<file path="src/sv/s5hp_pkg.sv">
package s5hp_pkg;

  // Default message length limit; the byte counter saturates here.
  localparam int MAX_MESSAGE_BYTES_DEF = 1023;

  // Depth of the result queue between the parser and the output port.
  localparam int RESULT_DEPTH = 4;

  localparam logic [7:0] SOCKS_VERSION = 8'd5;
  localparam logic [7:0] CMD_CONNECT   = 8'd1;

  localparam logic [7:0] ATYP_IPV4   = 8'd1;
  localparam logic [7:0] ATYP_DOMAIN = 8'd3;
  localparam logic [7:0] ATYP_IPV6   = 8'd4;

  localparam logic [7:0] METHOD_NONE = 8'd0;

  localparam logic [2:0] PHASE_METHOD   = 3'd0;
  localparam logic [2:0] PHASE_CREDS    = 3'd1;
  localparam logic [2:0] PHASE_REQUEST  = 3'd2;
  localparam logic [2:0] PHASE_COMPLETE = 3'd3;
  localparam logic [2:0] PHASE_ERROR    = 3'd4;

  localparam logic [1:0] KIND_ADDRESS  = 2'd0;
  localparam logic [1:0] KIND_USERNAME = 2'd1;
  localparam logic [1:0] KIND_PASSWORD = 2'd2;
  localparam logic [1:0] KIND_VERDICT  = 2'd3;

  localparam logic [1:0] REPLY_SUCCEEDED   = 2'd0;
  localparam logic [1:0] REPLY_GENERAL     = 2'd1;
  localparam logic [1:0] REPLY_COMMAND     = 2'd2;
  localparam logic [1:0] REPLY_ADDRESS     = 2'd3;

  localparam logic OP_BYTE  = 1'b0;
  localparam logic OP_FORCE = 1'b1;

  typedef struct packed {
    logic       op;
    logic [7:0] data;
    logic       end_of_message;
  } in_item_t;

  typedef struct packed {
    logic [1:0]  kind;
    logic [7:0]  payload;
    logic [1:0]  reply;
    logic [2:0]  phase;
    logic [7:0]  address_type;
    logic [15:0] port;
    logic        username_ok;
    logic        password_ok;
    logic        last;
  } out_item_t;

  // Results produced by one accepted byte, in delivery order.
  typedef struct packed {
    logic [1:0] count;
    out_item_t  first;
    out_item_t  second;
  } push_t;

endpackage

</file>
<file path="src/sv/s5hp_core.sv">
module s5hp_core #(
  parameter int MAX_MESSAGE_BYTES = s5hp_pkg::MAX_MESSAGE_BYTES_DEF
) (
  input  logic                clk,
  input  logic                rst,
  input  logic                accept,
  input  s5hp_pkg::in_item_t  item,
  input  logic [7:0]          required_method,
  output s5hp_pkg::push_t     push
);

  localparam int IW = $clog2(MAX_MESSAGE_BYTES + 1);
  localparam int W  = IW + 1;
  localparam logic [IW-1:0] MAX_IDX = IW'(MAX_MESSAGE_BYTES);
  localparam logic [W-1:0]  MAX_W   = W'(MAX_MESSAGE_BYTES);

  logic [2:0]    phase_reg;
  logic [IW-1:0] byte_index;
  logic [7:0]    first_len;
  logic [7:0]    second_len;
  logic [2:0]    check_flags;
  logic [7:0]    saved_type;
  logic [15:0]   saved_port;
  logic [7:0]    prev_byte;

  logic [7:0]    first_len_next;
  logic [7:0]    second_len_next;
  logic [2:0]    check_flags_next;
  logic [7:0]    saved_type_next;
  logic [15:0]   saved_port_next;
  logic [IW-1:0] byte_index_next;
  logic [2:0]    phase_next;

  logic          live;
  logic [W-1:0]  pw;
  logic [W-1:0]  fl_w;
  logic [W-1:0]  sl_w;
  logic [W-1:0]  len;
  logic [W-1:0]  need;
  logic          sat;
  logic          stream;
  logic [1:0]    stream_kind;
  logic [1:0]    reply;
  logic          uok;
  logic          pok;
  logic          success;

  assign live = byte_index < MAX_IDX;
  assign pw   = W'(byte_index);

  always_comb begin
    first_len_next   = first_len;
    second_len_next  = second_len;
    check_flags_next = check_flags;
    stream           = 1'b0;
    stream_kind      = s5hp_pkg::KIND_ADDRESS;
    fl_w             = W'(first_len);
    sl_w             = W'(second_len);
    if (live) begin
      case (phase_reg)
        s5hp_pkg::PHASE_METHOD: begin
          if (pw == W'(0) && item.data == s5hp_pkg::SOCKS_VERSION) begin
            check_flags_next[0] = 1'b1;
          end
          if (pw == W'(1)) begin
            first_len_next = item.data;
          end
          if (pw >= W'(2) && item.data == required_method) begin
            check_flags_next[2] = 1'b1;
          end
        end
        s5hp_pkg::PHASE_CREDS: begin
          if (pw == W'(1)) begin
            first_len_next = item.data;
          end else if (pw >= W'(2) && pw <= W'(1) + fl_w) begin
            stream      = 1'b1;
            stream_kind = s5hp_pkg::KIND_USERNAME;
          end else if (pw == W'(2) + fl_w) begin
            second_len_next = item.data;
          end else if (pw >= W'(3) + fl_w && pw <= W'(2) + fl_w + sl_w) begin
            stream      = 1'b1;
            stream_kind = s5hp_pkg::KIND_PASSWORD;
          end
        end
        s5hp_pkg::PHASE_REQUEST: begin
          if (pw == W'(0) && item.data == s5hp_pkg::SOCKS_VERSION) begin
            check_flags_next[0] = 1'b1;
          end
          if (pw == W'(1) && item.data == s5hp_pkg::CMD_CONNECT) begin
            check_flags_next[1] = 1'b1;
          end
          if (pw == W'(3)) begin
            first_len_next = item.data;
          end
          if (pw == W'(4)) begin
            second_len_next = item.data;
          end
          if (pw >= W'(4)) begin
            case (first_len_next)
              s5hp_pkg::ATYP_IPV4:   stream = pw <= W'(7);
              s5hp_pkg::ATYP_IPV6:   stream = pw <= W'(19);
              s5hp_pkg::ATYP_DOMAIN: stream = pw >= W'(5) &&
                                              pw <= W'(4) + W'(second_len_next);
              default:               stream = 1'b0;
            endcase
          end
        end
        default: begin
        end
      endcase
    end
  end

  assign len             = live ? pw + W'(1) : MAX_W;
  assign sat             = len >= MAX_W;
  assign byte_index_next = len[IW-1:0];

  always_comb begin
    logic [W-1:0] fln;
    logic [W-1:0] sln;
    fln             = W'(first_len_next);
    sln             = W'(second_len_next);
    reply           = s5hp_pkg::REPLY_GENERAL;
    phase_next      = s5hp_pkg::PHASE_ERROR;
    uok             = 1'b0;
    pok             = 1'b0;
    success         = 1'b0;
    need            = '0;
    saved_type_next = saved_type;
    saved_port_next = saved_port;
    if (len >= W'(3)) begin
      case (phase_reg)
        s5hp_pkg::PHASE_METHOD: begin
          if (check_flags_next[0] && !sat && fln == len - W'(2) &&
              check_flags_next[2]) begin
            reply      = s5hp_pkg::REPLY_SUCCEEDED;
            phase_next = (required_method == s5hp_pkg::METHOD_NONE) ?
                         s5hp_pkg::PHASE_REQUEST : s5hp_pkg::PHASE_CREDS;
          end
        end
        s5hp_pkg::PHASE_CREDS: begin
          reply      = s5hp_pkg::REPLY_SUCCEEDED;
          phase_next = s5hp_pkg::PHASE_CREDS;
          uok        = !sat && fln < len - W'(2);
          pok        = uok && sln == len - W'(3) - fln;
        end
        s5hp_pkg::PHASE_REQUEST: begin
          if (len >= W'(4) && check_flags_next[0]) begin
            if (!check_flags_next[1]) begin
              reply = s5hp_pkg::REPLY_COMMAND;
            end else begin
              case (first_len_next)
                s5hp_pkg::ATYP_IPV4:   need = W'(10);
                s5hp_pkg::ATYP_IPV6:   need = W'(22);
                s5hp_pkg::ATYP_DOMAIN: need = W'(7) + sln;
                default:               need = '0;
              endcase
              if (need == '0) begin
                reply = s5hp_pkg::REPLY_ADDRESS;
              end else if (!sat && len == need) begin
                reply           = s5hp_pkg::REPLY_SUCCEEDED;
                phase_next      = s5hp_pkg::PHASE_COMPLETE;
                success         = 1'b1;
                saved_type_next = first_len_next;
                saved_port_next = {prev_byte, item.data};
              end
            end
          end
        end
        default: begin
        end
      endcase
    end
  end

  always_ff @(posedge clk) begin
    if (rst) begin
      phase_reg   <= s5hp_pkg::PHASE_METHOD;
      byte_index  <= '0;
      first_len   <= '0;
      second_len  <= '0;
      check_flags <= '0;
      saved_type  <= '0;
      saved_port  <= '0;
      prev_byte   <= '0;
    end else if (accept) begin
      if (item.op == s5hp_pkg::OP_FORCE || item.end_of_message) begin
        byte_index  <= '0;
        first_len   <= '0;
        second_len  <= '0;
        check_flags <= '0;
        prev_byte   <= '0;
        if (item.op == s5hp_pkg::OP_FORCE) begin
          phase_reg <= item.data[2:0];
        end else begin
          phase_reg <= phase_next;
          if (success) begin
            saved_type <= saved_type_next;
            saved_port <= saved_port_next;
          end
        end
      end else begin
        byte_index  <= byte_index_next;
        first_len   <= first_len_next;
        second_len  <= second_len_next;
        check_flags <= check_flags_next;
        prev_byte   <= item.data;
      end
    end
  end

  s5hp_pkg::out_item_t stream_res;
  s5hp_pkg::out_item_t verdict_res;

  always_comb begin
    stream_res.kind         = stream_kind;
    stream_res.payload      = item.data;
    stream_res.reply        = s5hp_pkg::REPLY_SUCCEEDED;
    stream_res.phase        = phase_reg;
    stream_res.address_type = saved_type;
    stream_res.port         = saved_port;
    stream_res.username_ok  = 1'b0;
    stream_res.password_ok  = 1'b0;
    stream_res.last         = !item.end_of_message;

    verdict_res.kind         = s5hp_pkg::KIND_VERDICT;
    verdict_res.payload      = '0;
    verdict_res.reply        = reply;
    verdict_res.phase        = phase_next;
    verdict_res.address_type = saved_type_next;
    verdict_res.port         = saved_port_next;
    verdict_res.username_ok  = uok;
    verdict_res.password_ok  = pok;
    verdict_res.last         = 1'b1;
  end

  always_comb begin
    if (accept && item.op == s5hp_pkg::OP_BYTE) begin
      push.count = {1'b0, stream} + {1'b0, item.end_of_message};
    end else begin
      push.count = 2'd0;
    end
    push.first  = stream ? stream_res : verdict_res;
    push.second = verdict_res;
  end

endmodule

</file>
<file path="src/sv/s5hp_result_fifo.sv">
module s5hp_result_fifo (
  input  logic                 clk,
  input  logic                 rst,
  input  s5hp_pkg::push_t      push,
  output logic                 full,
  output logic                 valid,
  input  logic                 stall,
  output s5hp_pkg::out_item_t  head
);

  localparam int DEPTH = s5hp_pkg::RESULT_DEPTH;
  localparam int PW    = $clog2(DEPTH);
  localparam int CW    = $clog2(DEPTH + 1);

  s5hp_pkg::out_item_t entries [DEPTH];
  logic [PW-1:0] wr_ptr;
  logic [PW-1:0] rd_ptr;
  logic [CW-1:0] count;
  logic [CW-1:0] count_next;
  logic          pop;

  assign valid = count != '0;
  assign pop   = valid && !stall;
  assign head  = entries[rd_ptr];
  // Room for the two results a single byte can cause must always be there.
  assign full  = count > CW'(DEPTH - 2);

  assign count_next = count + CW'(push.count) - CW'(pop);

  always_ff @(posedge clk) begin
    if (push.count != 2'd0) begin
      entries[wr_ptr] <= push.first;
    end
    if (push.count == 2'd2) begin
      entries[wr_ptr + PW'(1)] <= push.second;
    end
  end

  always_ff @(posedge clk) begin
    if (rst) begin
      wr_ptr <= '0;
      rd_ptr <= '0;
      count  <= '0;
    end else begin
      wr_ptr <= wr_ptr + PW'(push.count);
      rd_ptr <= rd_ptr + PW'(pop);
      count  <= count_next;
    end
  end

endmodule

</file>
<file path="src/sv/socks5_handshake_parser.sv">
// SOCKS5 handshake parser. Handshake messages arrive one byte per beat on the
// byte channel, with end_of_message set on the last byte of each message; a
// beat with op set instead forces the phase to data[2:0] and restarts the
// message. The parser accepts one beat every clock cycle while the result queue
// has room: each byte is parsed in the cycle it is accepted and its zero, one
// or two results are written to a four-entry result queue. Sustained input
// rate is one beat per cycle as long as results are drained; a byte that both
// streams an address or credential byte and ends the message yields two
// results, and the result port drains one per cycle while not stalled, so the
// input stalls once the queue cannot take two more results.
// The required authentication method is written through the cfg channel,
// which is always ready; write it only while the parser is idle.

module socks5_handshake_parser #(
  parameter int MAX_MESSAGE_BYTES = s5hp_pkg::MAX_MESSAGE_BYTES_DEF
) (
  input  logic                clk,
  input  logic                rst,

  input  logic                byte_valid,
  output logic                byte_stall,
  input  s5hp_pkg::in_item_t  byte_item,

  output logic                result_valid,
  input  logic                result_stall,
  output s5hp_pkg::out_item_t result_item,

  input  logic                cfg_valid,
  output logic                cfg_ready,
  input  logic [7:0]          cfg_data
);

  // The single configuration register; writes complete in one beat.
  logic [7:0] required_method;

  assign cfg_ready = 1'b1;

  always_ff @(posedge clk) begin
    if (rst) begin
      required_method <= s5hp_pkg::METHOD_NONE;
    end else if (cfg_valid && cfg_ready) begin
      required_method <= cfg_data;
    end
  end

  // A byte is taken whenever it is offered and the queue has room for the
  // worst case of two results.
  logic            accept;
  logic            queue_full;
  s5hp_pkg::push_t push;

  assign byte_stall = queue_full;
  assign accept     = byte_valid && !byte_stall;

  // Phase tracking, length checks and the verdict all happen here in the
  // accepting cycle.
  s5hp_core #(
    .MAX_MESSAGE_BYTES(MAX_MESSAGE_BYTES)
  ) u_core (
    .clk            (clk),
    .rst            (rst),
    .accept         (accept),
    .item           (byte_item),
    .required_method(required_method),
    .push           (push)
  );

  // The queue decouples the two sides, so a stalled result never blocks the
  // next byte until the queue is nearly full.
  s5hp_result_fifo u_fifo (
    .clk  (clk),
    .rst  (rst),
    .push (push),
    .full (queue_full),
    .valid(result_valid),
    .stall(result_stall),
    .head (result_item)
  );

endmodule

</file>
<file path="config.mk">
export PLATFORM = sky130hd
export DESIGN_NAME = socks5_handshake_parser
export DESIGN_NICKNAME = d
export VERILOG_FILES = /design/src/sv/s5hp_pkg.sv /design/src/sv/s5hp_core.sv /design/src/sv/s5hp_result_fifo.sv /design/src/sv/socks5_handshake_parser.sv
export SDC_FILE = /design/constraint.sdc
export NUM_CORES = 1
export LEC_CHECK = 0
export BUFFER_PORTS_ARGS = -buffer_cell sky130_fd_sc_hd__buf_2
export CORE_MARGIN = 10
export CORE_UTILIZATION = 45
export DETAILED_ROUTE_END_ITERATION = 7
export GPL_TIMING_DRIVEN = 0
export PLACE_DENSITY = 0.69
export SLEW_MARGIN = 0
export SYNTH_ARGS = -nofsm -noshare
export SYNTH_HDL_FRONTEND = slang
export SYNTH_SLANG_ARGS = --single-unit
</file>
<file path="constraint.sdc">
create_clock -name clk -period 8.75 [get_ports clk]
set_input_delay 2.625 -clock clk [delete_from_list [all_inputs] [get_ports clk]]
set_output_delay 2.625 -clock clk [all_outputs]
set_load 0.01 [all_outputs]
</file>
After elaboration in Yosys (flattened, before gate mapping)

Memories as Yosys holds them, arrays and structs flattened. A register that Yosys moved wholly into a read port is not among the register bits.
Cells that the tools add are included.

$add $sub $neg: 16
Multipliers: 0
Divide/modulo/power cells: 0
Order comparisons: 15
Equality and inequality tests: 19
Shifts and indexed selects: 0
Muxes and demuxes: 91
Bitwise logic cells: 1
Reduce and logical (&&, ||, !) cells: 31

Operators with widths:

| operator                                                                | number |
|---|---|
| 8-bit 2-to-1 mux                                                        | 21 |
| 16-bit 2-to-1 mux                                                       | 6 |
| 11-bit 2-to-1 mux                                                       | 5 |
| 42-bit 2-to-1 mux                                                       | 1 |
| 10-bit by 11-bit less-or-equal comparator with 1-bit output             | 3 |
| 11-bit case mux with 3 select lines                                     | 1 |
| 8-bit case mux with 2 select lines                                      | 2 |
| 1-bit 2-to-1 mux                                                        | 28 |
| 3-bit 2-to-1 mux                                                        | 9 |
| 2-bit 2-to-1 mux                                                        | 13 |
| 8-bit by 1-bit equality test with 1-bit output (second input constant)  | 3 |
| 8-bit by 3-bit equality test with 1-bit output (second input constant)  | 3 |
| 8-bit by 11-bit equality test with 1-bit output                         | 2 |
| 11-bit zero test                                                        | 2 |
| 11-bit by 2-bit subtractor with 11-bit output (second input constant)   | 2 |
| 10-bit by 3-bit >= comparator with 1-bit output (second input constant) | 2 |
| 2-bit by 8-bit adder with 9-bit output (first input constant)           | 2 |
| 3-bit by 8-bit adder with 9-bit output (first input constant)           | 2 |
| 8-bit by 2-bit equality test with 1-bit output (second input constant)  | 2 |
| 1-bit logical AND                                                       | 16 |
| 10-bit by 1-bit adder with 11-bit output (second input constant)        | 1 |
| 11-bit by 8-bit adder with 11-bit output                                | 1 |
| 10-bit by 11-bit equality test with 1-bit output                        | 1 |
| 11-bit equality test                                                    | 1 |
| 40 further kinds                                                        | 44 |

Register bits: 79
Bits in latches: 0
Memory bits (writable): 168
Memory bits (read-only): 0
Input port bits: 23
Output and inout port bits: 45
Logic and storage cells: 186
Memories kept: 1

Memories:

| memory         | depth | width | read ports | clocked after memory_dff | write ports | RTL line               | RTL |
|---|---|---|---|---|---|---|---|
| u_fifo.entries | 4     | 42    | 1          | 1                        | 2           | s5hp_result_fifo.sv:15 | `s5hp_pkg::out_item_t entries [DEPTH];` |

Depth between registers and ports, before layout

Gate-level depths: netlist of the first run.

Depth after elaboration: 22
Gate-level depth with buffers: 27
Mapped depth without buffers: 26

Cells and area by module

From an unflattened synthesis of the first run, not the netlist that was laid out.

Cell total of the unflattened synthesis: 1527
Area total of the unflattened synthesis: 16882.4 um^2

By module, submodules not included:

| module                  | instances | cells each | area an instance (um^2) | sequential area each (um^2) |
|---|---|---|---|---|
| s5hp_result_fifo        | 1         | 456        | 8489.4                  | 5185.0 |
| s5hp_core               | 1         | 1042       | 8090.3                  | 1281.2 |
| socks5_handshake_parser | 1         | 29         | 302.8                   | 160.2 |

Least setup slack after synthesis of the first run

No wires, ideal clock.

Path type: input to register
Start: input byte_item[3] (netlist bit)
End: memory u_fifo.entries[2][40] (netlist bit)
Library setup time: 117 ps
Arrival time: 7681 ps
Data required time: 8633 ps
Path slack: 951 ps
Stages: 21
Path buffers: 2
Path through: clkbuf_1 mux2_2 ha_1 inv_1 ha_1 o21a_1 o21a_1 o21a_1 o21ai_0 a21oi_1 o21ai_0 a21bo_2 o21ai_0 clkbuf_1 inv_1 ha_1 o21ai_1 nor2_1 nor2_1 inv_1 o22a_1

RTL lines:

| element         | RTL line                      | RTL |
|---|---|---|
| start, declared | socks5_handshake_parser.sv:22 | `input s5hp_pkg::in_item_t byte_item,` |
| end, declared   | s5hp_result_fifo.sv:15        |  |

==> reports/results.txt, run 1 <==
Syn nets - 1553
Seq/Total Area, Yosys - 41.2%
Leading area contributor after synthesis - edfxtp_1
Commonest non-fill, non-tap cell in the layout - nor2_1
Clock buffer depth - 3
Status - completed
Post-synth top area share - 24.8%
Worst-path maximum fanout - 10
PD cells - 177 nW/um2
Root Buffer - clkbuf_16
Die width - 203 um
CTS buffer count - 26
H-tree Lvls - 1
Clk_lat worst skew - 540 ps
Leading cell types in the layout, fill and taps excluded - nor2_1, edfxtp_1, dfxtp_1
Simple-Gate Fraction of Synth Area - 14.4%
WL per Instance - 23.4 um
Post-CTS setup buffers - 0
Initial DRC Count - 1327
Core box area - 32700 um2
Rel. slew slack - 8.20%
Detailed Place HPWL - 33.5 mm
CP endpoint kind - flop
Starting Density - 45.9%
Peak supply drop - 183 uV
GRT Total Usage - 22.0%
Diode count - 0
Slew @ Worst Pin - 1360 ps
Skew final - 10.7 ps
RSZ-0062 raised after global routing - false
Grt ovf - 0
Busiest layer in global routing - met2
# DRC - 0
Num rows - 66
Dpl ws - -620 ps
Worst Slack Setup Final - 222 ps
Global-route wire length before repair - 71.6 mm
CTS tree - yes
Sw power - 0.828 mW
Hold Path Class - flop to flop
Critical path arrival - 8810 ps
Layout Utilization - 51.1%
Syn Inst Count - 1441
Switching share of power - 28.0%
M3 GR Usage - 4.08%
Critical path data required time - 9030 ps
XOR/XNOR Fraction of Synth Area - 4.67%
Leak pwr - 6.23 nW
Die height - 203 um
GPL Wtd Cong - 1.00
Vias per cell - 6.21
Combinational power share - 20.2%
Largest registers - u_fifo.entries: 168 flops, u_core.saved_port: 16 flops, u_core.byte_index: 10 flops
Worst Setup Start Kind - primary input
WL final - 46.6 mm
Internal power - 2.13 mW
CTS sink cnt - 247
Critical path class - primary input to flop
# nets final - 1637
Ys flop type - edfxtp_1
Fin. Hold Viols - 0
Yosys warning total - 0
Number of flops mapped to enable cells by yosys - 124
Largest net degree at the start of global routing - 35
Final setup vio count - 0
Max-cap viol count - 0
Asr flop ratio synth - 0%
IO Pins - 68
Highest clock rate - 0.117 GHz
Synth unique cells - 84
Most flop-heavy register - u_fifo.entries
Synth top area cells - edfxtp_1, dfxtp_1, ha_1
Period utilisation layout - 97.5%
Post-synthesis compound-gate area fraction - 18.8%
Post-route ant nets - 0
Slew Viols, Final - 0
Seq cells post-synth - 247
DRT Pass-1 Iters - 8
Synthesized area per cell - 10.4 um2
Port Buffers - 56
Largest family of logic cells by synthesized area - compound AO/OA/AOI/OAI gates
Layout cells sized above 1 - 14.4%
Synth Area in Adders - 7.57%
Number of global-route vias before repair - 12100
Clock share of power - 37.1%
Die Footprint - 41100 um2
Cell Area, Synth - 15000 um2
Clock-pin slew on the worst setup and hold paths - 60 ps
Max FFs per register - 168
Antenna violations before repair - 0
Sequential share of power - 42.7%
Post-synthesis mux area share - 9.09%
Total number of vias - 12300
Met1 global-route usage - 30.2%
GRT met2 Usage - 34.4%
Power Total - 2.96 mW
Min Tclk post-route - 8530 ps
P&R area growth vs syn - 11.4%
## path summary, 6_finish.rpt
| path | cells after the start | slack, ps | from | to |
|---|---|---|---|---|
| setup / recovery | 22 | 220 | byte_item[4] | u_fifo.entries[1][13]$_DFFE_PP_ |
| hold / removal | 1 | 470 | u_fifo.entries[3][0]$_SDFFE_PP1P_ | u_fifo.entries[3][0]$_SDFFE_PP1P_ |
| setup reg to reg | 24 | 450 | u_core.byte_index[4]$_SDFFE_PP0P_ | u_fifo.entries[1][13]$_DFFE_PP_ |
| hold reg to reg | 1 | 470 | u_fifo.entries[3][0]$_SDFFE_PP1P_ | u_fifo.entries[3][0]$_SDFFE_PP1P_ |
## layout make-up
type	count	area, um2
Inverter	55	209
Sequential cell	247	6190
Clock inverter	15	160
Fill cell	2980	16000
Timing Repair Buffer	56	280
Buffer	89	430
Clock buffer	33	687
Tap cell	442	553
Multi-Input combinational cell	1050	8220
## power groups by stage
stage / registers, mW / logic [mW] / clock network, mW
2_1_floorplan: 1.28 / 0.400 / 0
3_3_place_gp: 1.28 / 0.587 / 0
3_5_place_dp: 1.29 / 0.595 / 0
4_1_cts: 1.26 / 0.598 / 1.11
5_1_grt: 1.27 / 0.646 / 1.15
6_report: 1.26 / 0.596 / 1.10
## cells by family (layout without fill, tap and decap cells)
logic type,after synthesis,count (layout)
and+or+nand+nor,421,421
buffers and inverters,144,248
DFF,247,247
xor gates and xnor gates,77,77
muxes,82,82
AOI/OAI and AO/OA,380,380
other,1,1
adders and majority gates,89,89
## cell usage after synthesis (all sizes together), types with 42 or more instances
master / count
nor2: 136
edfxtp: 124
dfxtp: 123
a22o: 115
ha: 86
a21oi: 82
nand2: 68
clkbuf: 57
inv: 54
xnor2: 50
o21ai: 49
mux4: 42
## worst max-delay path, cell delays in order
cell      delay [ps]
clkbuf_1         530
nand3_1          150
o21ai_0          170
nand2_1          150
nor2_1           170
xor2_1           180
ha_1             270
nand2_1           80
nor2_1            50
a41oi_1          210
o21ai_0          270
a21bo_2          340
o21ai_0          580
clkbuf_2         430
inv_1            200
ha_1             360
o21ai_1          450
nor2_1           230
nor2_2           580
o22ai_4          270
buf_6            220
a22o_1           250
## timing repair
| action | in CTS | in global routing |
|---|---|---|
| gates resized for setup | 3 | 9 |
| hold buffers | 0 | 0 |
| setup endpoints to repair | 68 | 153 |
| cloned | 0 | 0 |
## metal layers
metal | part of all wire [%] | vias up
met5 | 0 | -
met4 | 2.9 | 0
met3 | 9.1 | 76
met2 | 45 | 608
met1 | 43 | 6042
li1 | - | 5618
## metrics by stage
step	hold slack, ps	instances	setup TNS [ps]	instance area (um2)
floorplan	431	1441	0	15000
global placement	445	1939	-155650	15900
detailed placement	452	1939	-101200	15900
CTS	466	1987	0	16700
global route	479	1987	0	16700
finish	467	1987	0	16700
Note: power is estimated with default switching activity, not from simulation.
==> inputs of run 2 (changes only) <==
--- a/config.mk
+++ b/config.mk
@@ -14,4 +14,5 @@
 export SLEW_MARGIN = 0
 export SYNTH_ARGS = -nofsm -noshare
 export SYNTH_HDL_FRONTEND = slang
+export SYNTH_HIERARCHICAL = 1
 export SYNTH_SLANG_ARGS = --single-unit
==> run 2 against run 1 <==
Against the previous run: critical endpoint is now u_fifo/entries[2][3]$_DFFE_PP_; clock skew grew 19 ps; power grew 3.7%; routed wire length grew 8.3%; sequential share of layout area shrank 2.0 points; final cell count increased by 7.0%; critical path type unchanged; sequential cell count stayed put; largest cell class unchanged; global-route usage down 0.32 points.
==> reports/results.txt, run 2 <==
Cell Area, Synth - 16900 um2 (+12%)
Post-CTS Hold Buffers - 0 (unchanged)
Register area - 6630 um2 (+7.1%)
Starting Density - 45.9% (about the same)
Initial DRC Count - 1089 (-18%)
Power Total - 3.07 mW (+3.7%)
Seq/Total Area, Yosys - 39.2% (-1.9 points)
Vias per cell - 6.09 (-2.0%)
Number of global-route vias before repair - 12700 (+4.3%)
Largest net degree at the start of global routing - 27 (-23%)
Sequential share of power - 41.9% (-0.8 points)
Hold Path End - u_core/saved_port[10]$_SDFFE_PP0P_
Setup TNS Final - 0 ps (unchanged)
Internal power - 2.20 mW (+3.5%)
P&R area growth vs syn - 12.2%
Dpl ws - -357 ps (+263 ps)
Clock buffer depth - 3 (unchanged)
Critical path arrival - 8580 ps (-230 ps)
PD cells - 162 nW/um2 (-8.4%)
Worst Slack Setup Final - 424 ps (+202 ps)
Post-synth top area share - 29.9% (+5.1 points)
R2R setup slack - 1050 ps (+600 ps)
Critical path class - primary input to flop
CP peak stage delay - 640 ps (+60 ps)
Slew @ Worst Pin - 1100 ps (-261 ps)
Cts repair resizes - 0 (-3)
Root Buffer - clkbuf_16
Rel. slew slack - 26.2% (+18 points)
CTS buffer count - 28 (+7.7%)
Worst hold slack - 473 ps (+5.99 ps)
IO Pins - 68 (unchanged)
Clock share of power - 38.4% (+1.3 points)
Antenna violations before repair - 0 (unchanged)
Synthesized area per cell - 11.1 um2 (+6.1%)
Clk_lat worst skew - 580 ps (+40 ps)
Period utilisation layout - 95.2% (-2.3 points)
# DRC - 0 (unchanged)
Max-cap viol count - 0 (unchanged)
Worst r2r src - u_core/first_len[1]$_SDFFE_PP0P_
Post-route ant nets - 0 (unchanged)
Synth top area cells - edfxtp_1, mux2_2, dfxtp_1
Total number of vias - 12900 (+4.9%)
Final setup vio count - 0 (unchanged)
Grt ovf - 0 (unchanged)
Fin. Hold Viols - 0 (unchanged)
Yosys warning total - 6 (+6)
Leak pwr - 7.65 nW (+23%)
Leading area contributor after synthesis - edfxtp_1
RSZ-0062 raised after global routing - false
Count leader, synth - mux2_2
Max FFs per register - 168 (unchanged)
Footprint of the multi-input gates - 9580 um2 (+17%)
Slew Viols, Final - 0 (unchanged)
DRT Pass-1 Iters - 5 (-3)
Worst hold path stage count - 2 (+1)
Reg2reg end - u_fifo/entries[2][3]$_DFFE_PP_
Skew final - 29.7 ps (+18.9 ps)
R2R depth - 31 (+29%)
Placed insts - 2077 (+7.1%)
Worst Setup Start Kind - primary input
Number of flops mapped to enable cells by yosys - 168 (+35%)
Ys flop type - edfxtp_1
Worst-path maximum fanout - 17 (+7)
Synth top cells by count - mux2_2, edfxtp_1, nand2_1
Port Buffers - 65 (+16%)
Num rows - 70 (+6.1%)
Worst hold start - u_core/saved_port[10]$_SDFFE_PP0P_
Finished Cell Area - 18900 um2 (+13%)
Syn Inst Count - 1527 (+6.0%)
Fill cells - 3271 (+9.8%)
Largest registers - u_fifo/entries: 168 flops, u_core/saved_port: 16 flops, u_core/byte_index: 10 flops
Seq cells post-synth - 247 (unchanged)
Core box area - 36800 um2 (+12%)
Layout Utilization - 51.5% (+0.36 points)
Most frequent CP cell - o21a_1
Die width - 214 um (+5.4%)
Peak supply drop - 151 uV (-17%)
Switching share of power - 28.1% (+0.14 points)
GRT Total Usage - 21.6% (-0.32 points)
Hold Path Class - flop to flop
Most flop-heavy register - u_fifo/entries
Post-CTS setup buffers - 0 (unchanged)
Global-route wire length before repair - 76.4 mm (+6.7%)
Area after DPL - 18000 um2 (+14%)
Highest clock rate - 0.120 GHz (+2.4%)
CP endpoint kind - flop
CTS tree - yes
WL final - 50.4 mm (+8.3%)
Non-filler cells, final - 2127 (+7.0%)
Die height - 214 um (+5.4%)
Combinational power share - 19.7% (-0.5 points)
GPL Wtd Cong - 0.984 (-1.8%)
Synth unique cells - 94 (+12%)
Detailed Place HPWL - 37.0 mm (+10%)
Min Tclk post-route - 8330 ps (-202 ps)
CTS sink cnt - 247 (unchanged)
Commonest non-fill, non-tap cell in the layout - mux2_2
Layout cells sized above 1 - 27.0% (+13 points)
Clock-pin slew on the worst setup and hold paths - 60 ps (about the same)
WL per Instance - 23.7 um (+1.2%)
Critical-path top delay cell - clkbuf_1
# nets final - 1747 (+6.7%)
Asr flop ratio synth - 0% (unchanged)
Die Footprint - 45700 um2 (+11%)
H-tree Lvls - 1 (unchanged)
Critical path data required time - 9010 ps (-20 ps)
Sw power - 0.863 mW (+4.2%)
Status - completed
Leading cell types in the layout, fill and taps excluded - mux2_2, edfxtp_1, nand2_1
-- run 2: power by group through the flow --
stage | registers (mW) | logic [mW] | clock network, mW
finish | 1.28 | 0.605 | 1.18
global route | 1.29 | 0.654 | 1.24
CTS | 1.28 | 0.608 | 1.19
detailed placement | 1.31 | 0.606 | 0
global placement | 1.31 | 0.590 | 0
floorplan | 1.30 | 0.399 | 0
-- run 2: routing by layer --
| metal | vias to the layer above | global-route usage (%) | part of all wire [%] |
|---|---|---|---|
| li1 | 5906 | - | - |
| met1 | 6387 | 28.6 | 42 |
| met2 | 555 | 35.6 | 47 |
| met3 | 100 | 3.40 | 7.5 |
| met4 | 0 | 7.24 | 3.4 |
| met5 | - | 0 | 0 |
-- run 2: worst max path at each step --
stage	cells after the start	startpoint	slack, ps	end
final	25	byte_item[1]	420	u_fifo/entries[2][3]$_DFFE_PP_
after global placement	23	byte_item[3]	-2630	u_fifo/entries[3][6]$_DFFE_PP_
after detailed placement	26	byte_item[3]	-360	u_fifo/entries[2][4]$_DFFE_PP_
after floorplan	22	byte_item[3]	460	u_fifo/entries[3][0]$_DFFE_PP_
after CTS	26	byte_item[3]	240	u_fifo/entries[2][5]$_DFFE_PP_
after global routing	25	byte_item[1]	50	u_fifo/entries[2][5]$_DFFE_PP_
-- run 2: logic make-up (layout without fill, tap and decap cells) --
group	count (synthesis)	after routing	synth area share, %
buf+inv	155	277	4.44
xor+xnor	70	70	3.71
other cells	3	13	0.0667
simple gates	432	432	13.7
flops	247	247	39.3
fa+ha+maj	88	88	6.66
mux	303	303	23.0
compound gates	229	229	9.20
-- run 2: final cells by class --
class                           count  area share [%]
Buffer                             96            2.79
Inverter                           55            1.09
Antenna cell                        1          0.0132
Sequential cell                   247            35.0
Clock buffer                       46            4.44
Timing Repair Buffer               74            2.58
Tap cell                          468            3.09
Multi-Input combinational cell   1134            50.6
Clock inverter                      6           0.456
-- run 2: critical path: cells and delay by family --
family / cells / cell delay [ps]
AOI/OAI and AO/OA: 9 / 1930
muxes: 1 / 350
and+or+nand+nor: 6 / 1540
buffers and inverters: 7 / 1790
adders and majority gates: 2 / 340
==> inputs of run 3 (changes only) <==
--- a/config.mk
+++ b/config.mk
@@ -11,6 +11,7 @@
 export DETAILED_ROUTE_END_ITERATION = 7
 export GPL_TIMING_DRIVEN = 0
 export PLACE_DENSITY = 0.69
+export REMOVE_ABC_BUFFERS = 1
 export SLEW_MARGIN = 0
 export SYNTH_ARGS = -nofsm -noshare
 export SYNTH_HDL_FRONTEND = slang
==> run 3 against run 2 <==
Against the previous run: critical path depth unchanged; first-iteration DRC count is 9.5% lower; cell area fell by 1.4%.
==> reports/results.txt, run 3 (synthesized netlist as in run 2, its figures left out) <==
Status - completed
P&R area growth vs syn - 10.6%
RSZ-0062 raised after global routing - false
Grt ovf - 0 (unchanged)
Largest registers - u_fifo/entries: 168 flops, u_core/saved_port: 16 flops, u_core/byte_index: 10 flops
Period utilisation layout - 94.3% (-0.84 points)
Critical path data required time - 9050 ps (+40 ps)
Rel. slew slack - 17.5% (-8.7 points)
CTS tree - yes
CTS buffer count - 27 (-3.6%)
Combinational power share - 18.9% (-0.8 points)
Worst Setup Start Kind - primary input
CTS sink cnt - 247 (unchanged)
CP endpoint kind - flop
Critical path arrival - 8550 ps (-30 ps)
Fill cells - 3227 (-1.3%)
DRT Pass-1 Iters - 5 (unchanged)
GRT Total Usage - 19.2% (-2.4 points)
PD cells - 163 nW/um2 (+0.70%)
Fin. Hold Viols - 0 (unchanged)
Min Tclk post-route - 8250 ps (-73.7 ps)
Leading cell types in the layout, fill and taps excluded - mux2_2, edfxtp_1, nand2_1
Core box area - 36800 um2 (unchanged)
Critical-path top delay cell - o211ai_1
Crit-path leading delay family - compound AO/OA/AOI/OAI gates
Layout cells sized above 1 - 26.5% (-0.51 points)
Final setup vio count - 0 (unchanged)
Finished Cell Area - 18700 um2 (-1.4%)
Leak pwr - 7.46 nW (-2.6%)
WL final - 44.8 mm (-11%)
Die Footprint - 45700 um2 (unchanged)
Clock buffer depth - 3 (unchanged)
Clk_lat worst skew - 560 ps (-20 ps)
WL per Instance - 21.9 um (-7.4%)
Root Buffer - clkbuf_16
Peak supply drop - 141 uV (-6.6%)
CP peak stage delay - 500 ps (-140 ps)
Sw power - 0.844 mW (-2.1%)
Worst-path maximum fanout - 16 (-1)
Max-cap viol count - 0 (unchanged)
Slew Viols, Final - 0 (unchanged)
Sequential share of power - 42.6% (+0.7 points)
Area after DPL - 17700 um2 (-1.9%)
H-tree Lvls - 1 (unchanged)
Clock-pin slew on the worst setup and hold paths - 60 ps (about the same)
Die width - 214 um (unchanged)
IO Pins - 68 (unchanged)
Most flop-heavy register - u_fifo/entries
Post-route ant nets - 0 (unchanged)
Switching share of power - 27.7% (-0.39 points)
Internal power - 2.20 mW (-0.19%)
Highest clock rate - 0.121 GHz (+0.89%)
GPL Wtd Cong - 0.920 (-6.5%)
Max FFs per register - 168 (unchanged)
Antenna violations before repair - 2 (+2)
Worst hold slack - 475 ps (+1.36 ps)
Critical path class - primary input to flop
Detailed Place HPWL - 30.4 mm (-18%)
Port Buffers - 66 (+1.5%)
# nets final - 1663 (-4.8%)
Number of global-route vias before repair - 12100 (-4.2%)
Initial DRC Count - 986 (-9.5%)
Starting Density - 45.9% (unchanged)
# DRC - 0 (unchanged)
Die height - 214 um (unchanged)
Skew final - 21.6 ps (-8.07 ps)
Register area - 6630 um2 (about the same)
Global-route wire length before repair - 69.3 mm (-9.3%)
Vias per cell - 5.98 (-1.8%)
Hold Path Class - flop to flop
CP bufs+invs - 8 (+1)
Largest net degree at the start of global routing - 60 (+120%)
Clock share of power - 38.5% (about the same)
Slew @ Worst Pin - 1240 ps (+139 ps)
Post-CTS Hold Buffers - 0 (unchanged)
Commonest non-fill, non-tap cell in the layout - mux2_2
Num rows - 70 (unchanged)
Most frequent CP cell - inv_1
Footprint of the multi-input gates - 9620 um2 (+0.39%)
Total number of vias - 12200 (-5.7%)
## run 3: cell types whose count changed in the layout (fill, tap and decap cells not counted), sizes merged
cell	delta
buf	-48
clkbuf	-39
clkinv	+2
inv	+2
clkdlybuf4s15	-1
clkinvlp	-1
diode	+1
## run 3: metal layers
layer | vias to the layer above | track usage, % | wire length, um
li1 | 5724 | - | -
met3 | 85 | 3.15 | 3000
met2 | 443 | 32.9 | 22000
met4 | 0 | 5.89 | 1170
met5 | - | 0 | 0
met1 | 5955 | 24.4 | 18700
## run 3: worst paths after layout
path | start | endpoint | slack [ps] | cells after the start
min reg2reg | u_core/saved_type[1]$_SDFFE_PP0P_ | u_core/saved_type[1]$_SDFFE_PP0P_ | 470 | 2
max reg2reg | u_core/byte_index[3]$_SDFFE_PP0P_ | u_fifo/entries[2][13]$_DFFE_PP_ | 630 | 26
min | u_core/saved_type[1]$_SDFFE_PP0P_ | u_core/saved_type[1]$_SDFFE_PP0P_ | 470 | 2
max | byte_item[3] | u_fifo/entries[2][13]$_DFFE_PP_ | 500 | 25
## run 3: power groups by stage
stage / Combinational, mW / Sequential [mW] / Clock [mW]
final: 0.576 / 1.30 / 1.17
after detailed placement: 0.575 / 1.32 / 0
after global placement: 0.508 / 1.37 / 0
after global routing: 0.623 / 1.30 / 1.23
after floorplan: 0.341 / 1.34 / 0
after CTS: 0.580 / 1.30 / 1.19
## run 3: tightest hold or removal path: stages (launching register included)
cell and delay [ps]:
dfxtp_1 320, nand2_1 60, mux2i_1 50
## run 3: metrics by stage
step	setup WS [ps]	util (%)	power [mW]	instances	setup TNS, ps
global route	94.3	50.8	3.16	2042	0
floorplan	-511	-	1.68	1436	-21470
detailed placement	-243	48.1	1.90	1987	-8530
finish	497	50.8	3.04	2043	0
CTS	305	50.6	3.06	2037	0
global placement	-4540	47.0	1.88	1970	-676840
## run 3: what timing repair did
action	4_1_cts	5_1_grt
setup endpoints to repair	0	63
gates resized for setup	0	1
buffers inserted	0	3
## run 3: final cells by class
class	count	share of cell area, %
multi-input cells	1134	51.5
flip-flops and latches	247	35.5
clock buffers	41	4.40
repair buffers	87	3.81
well taps	468	3.14
inverters	55	1.11
clock inverters	9	0.509
diodes	2	0.0268
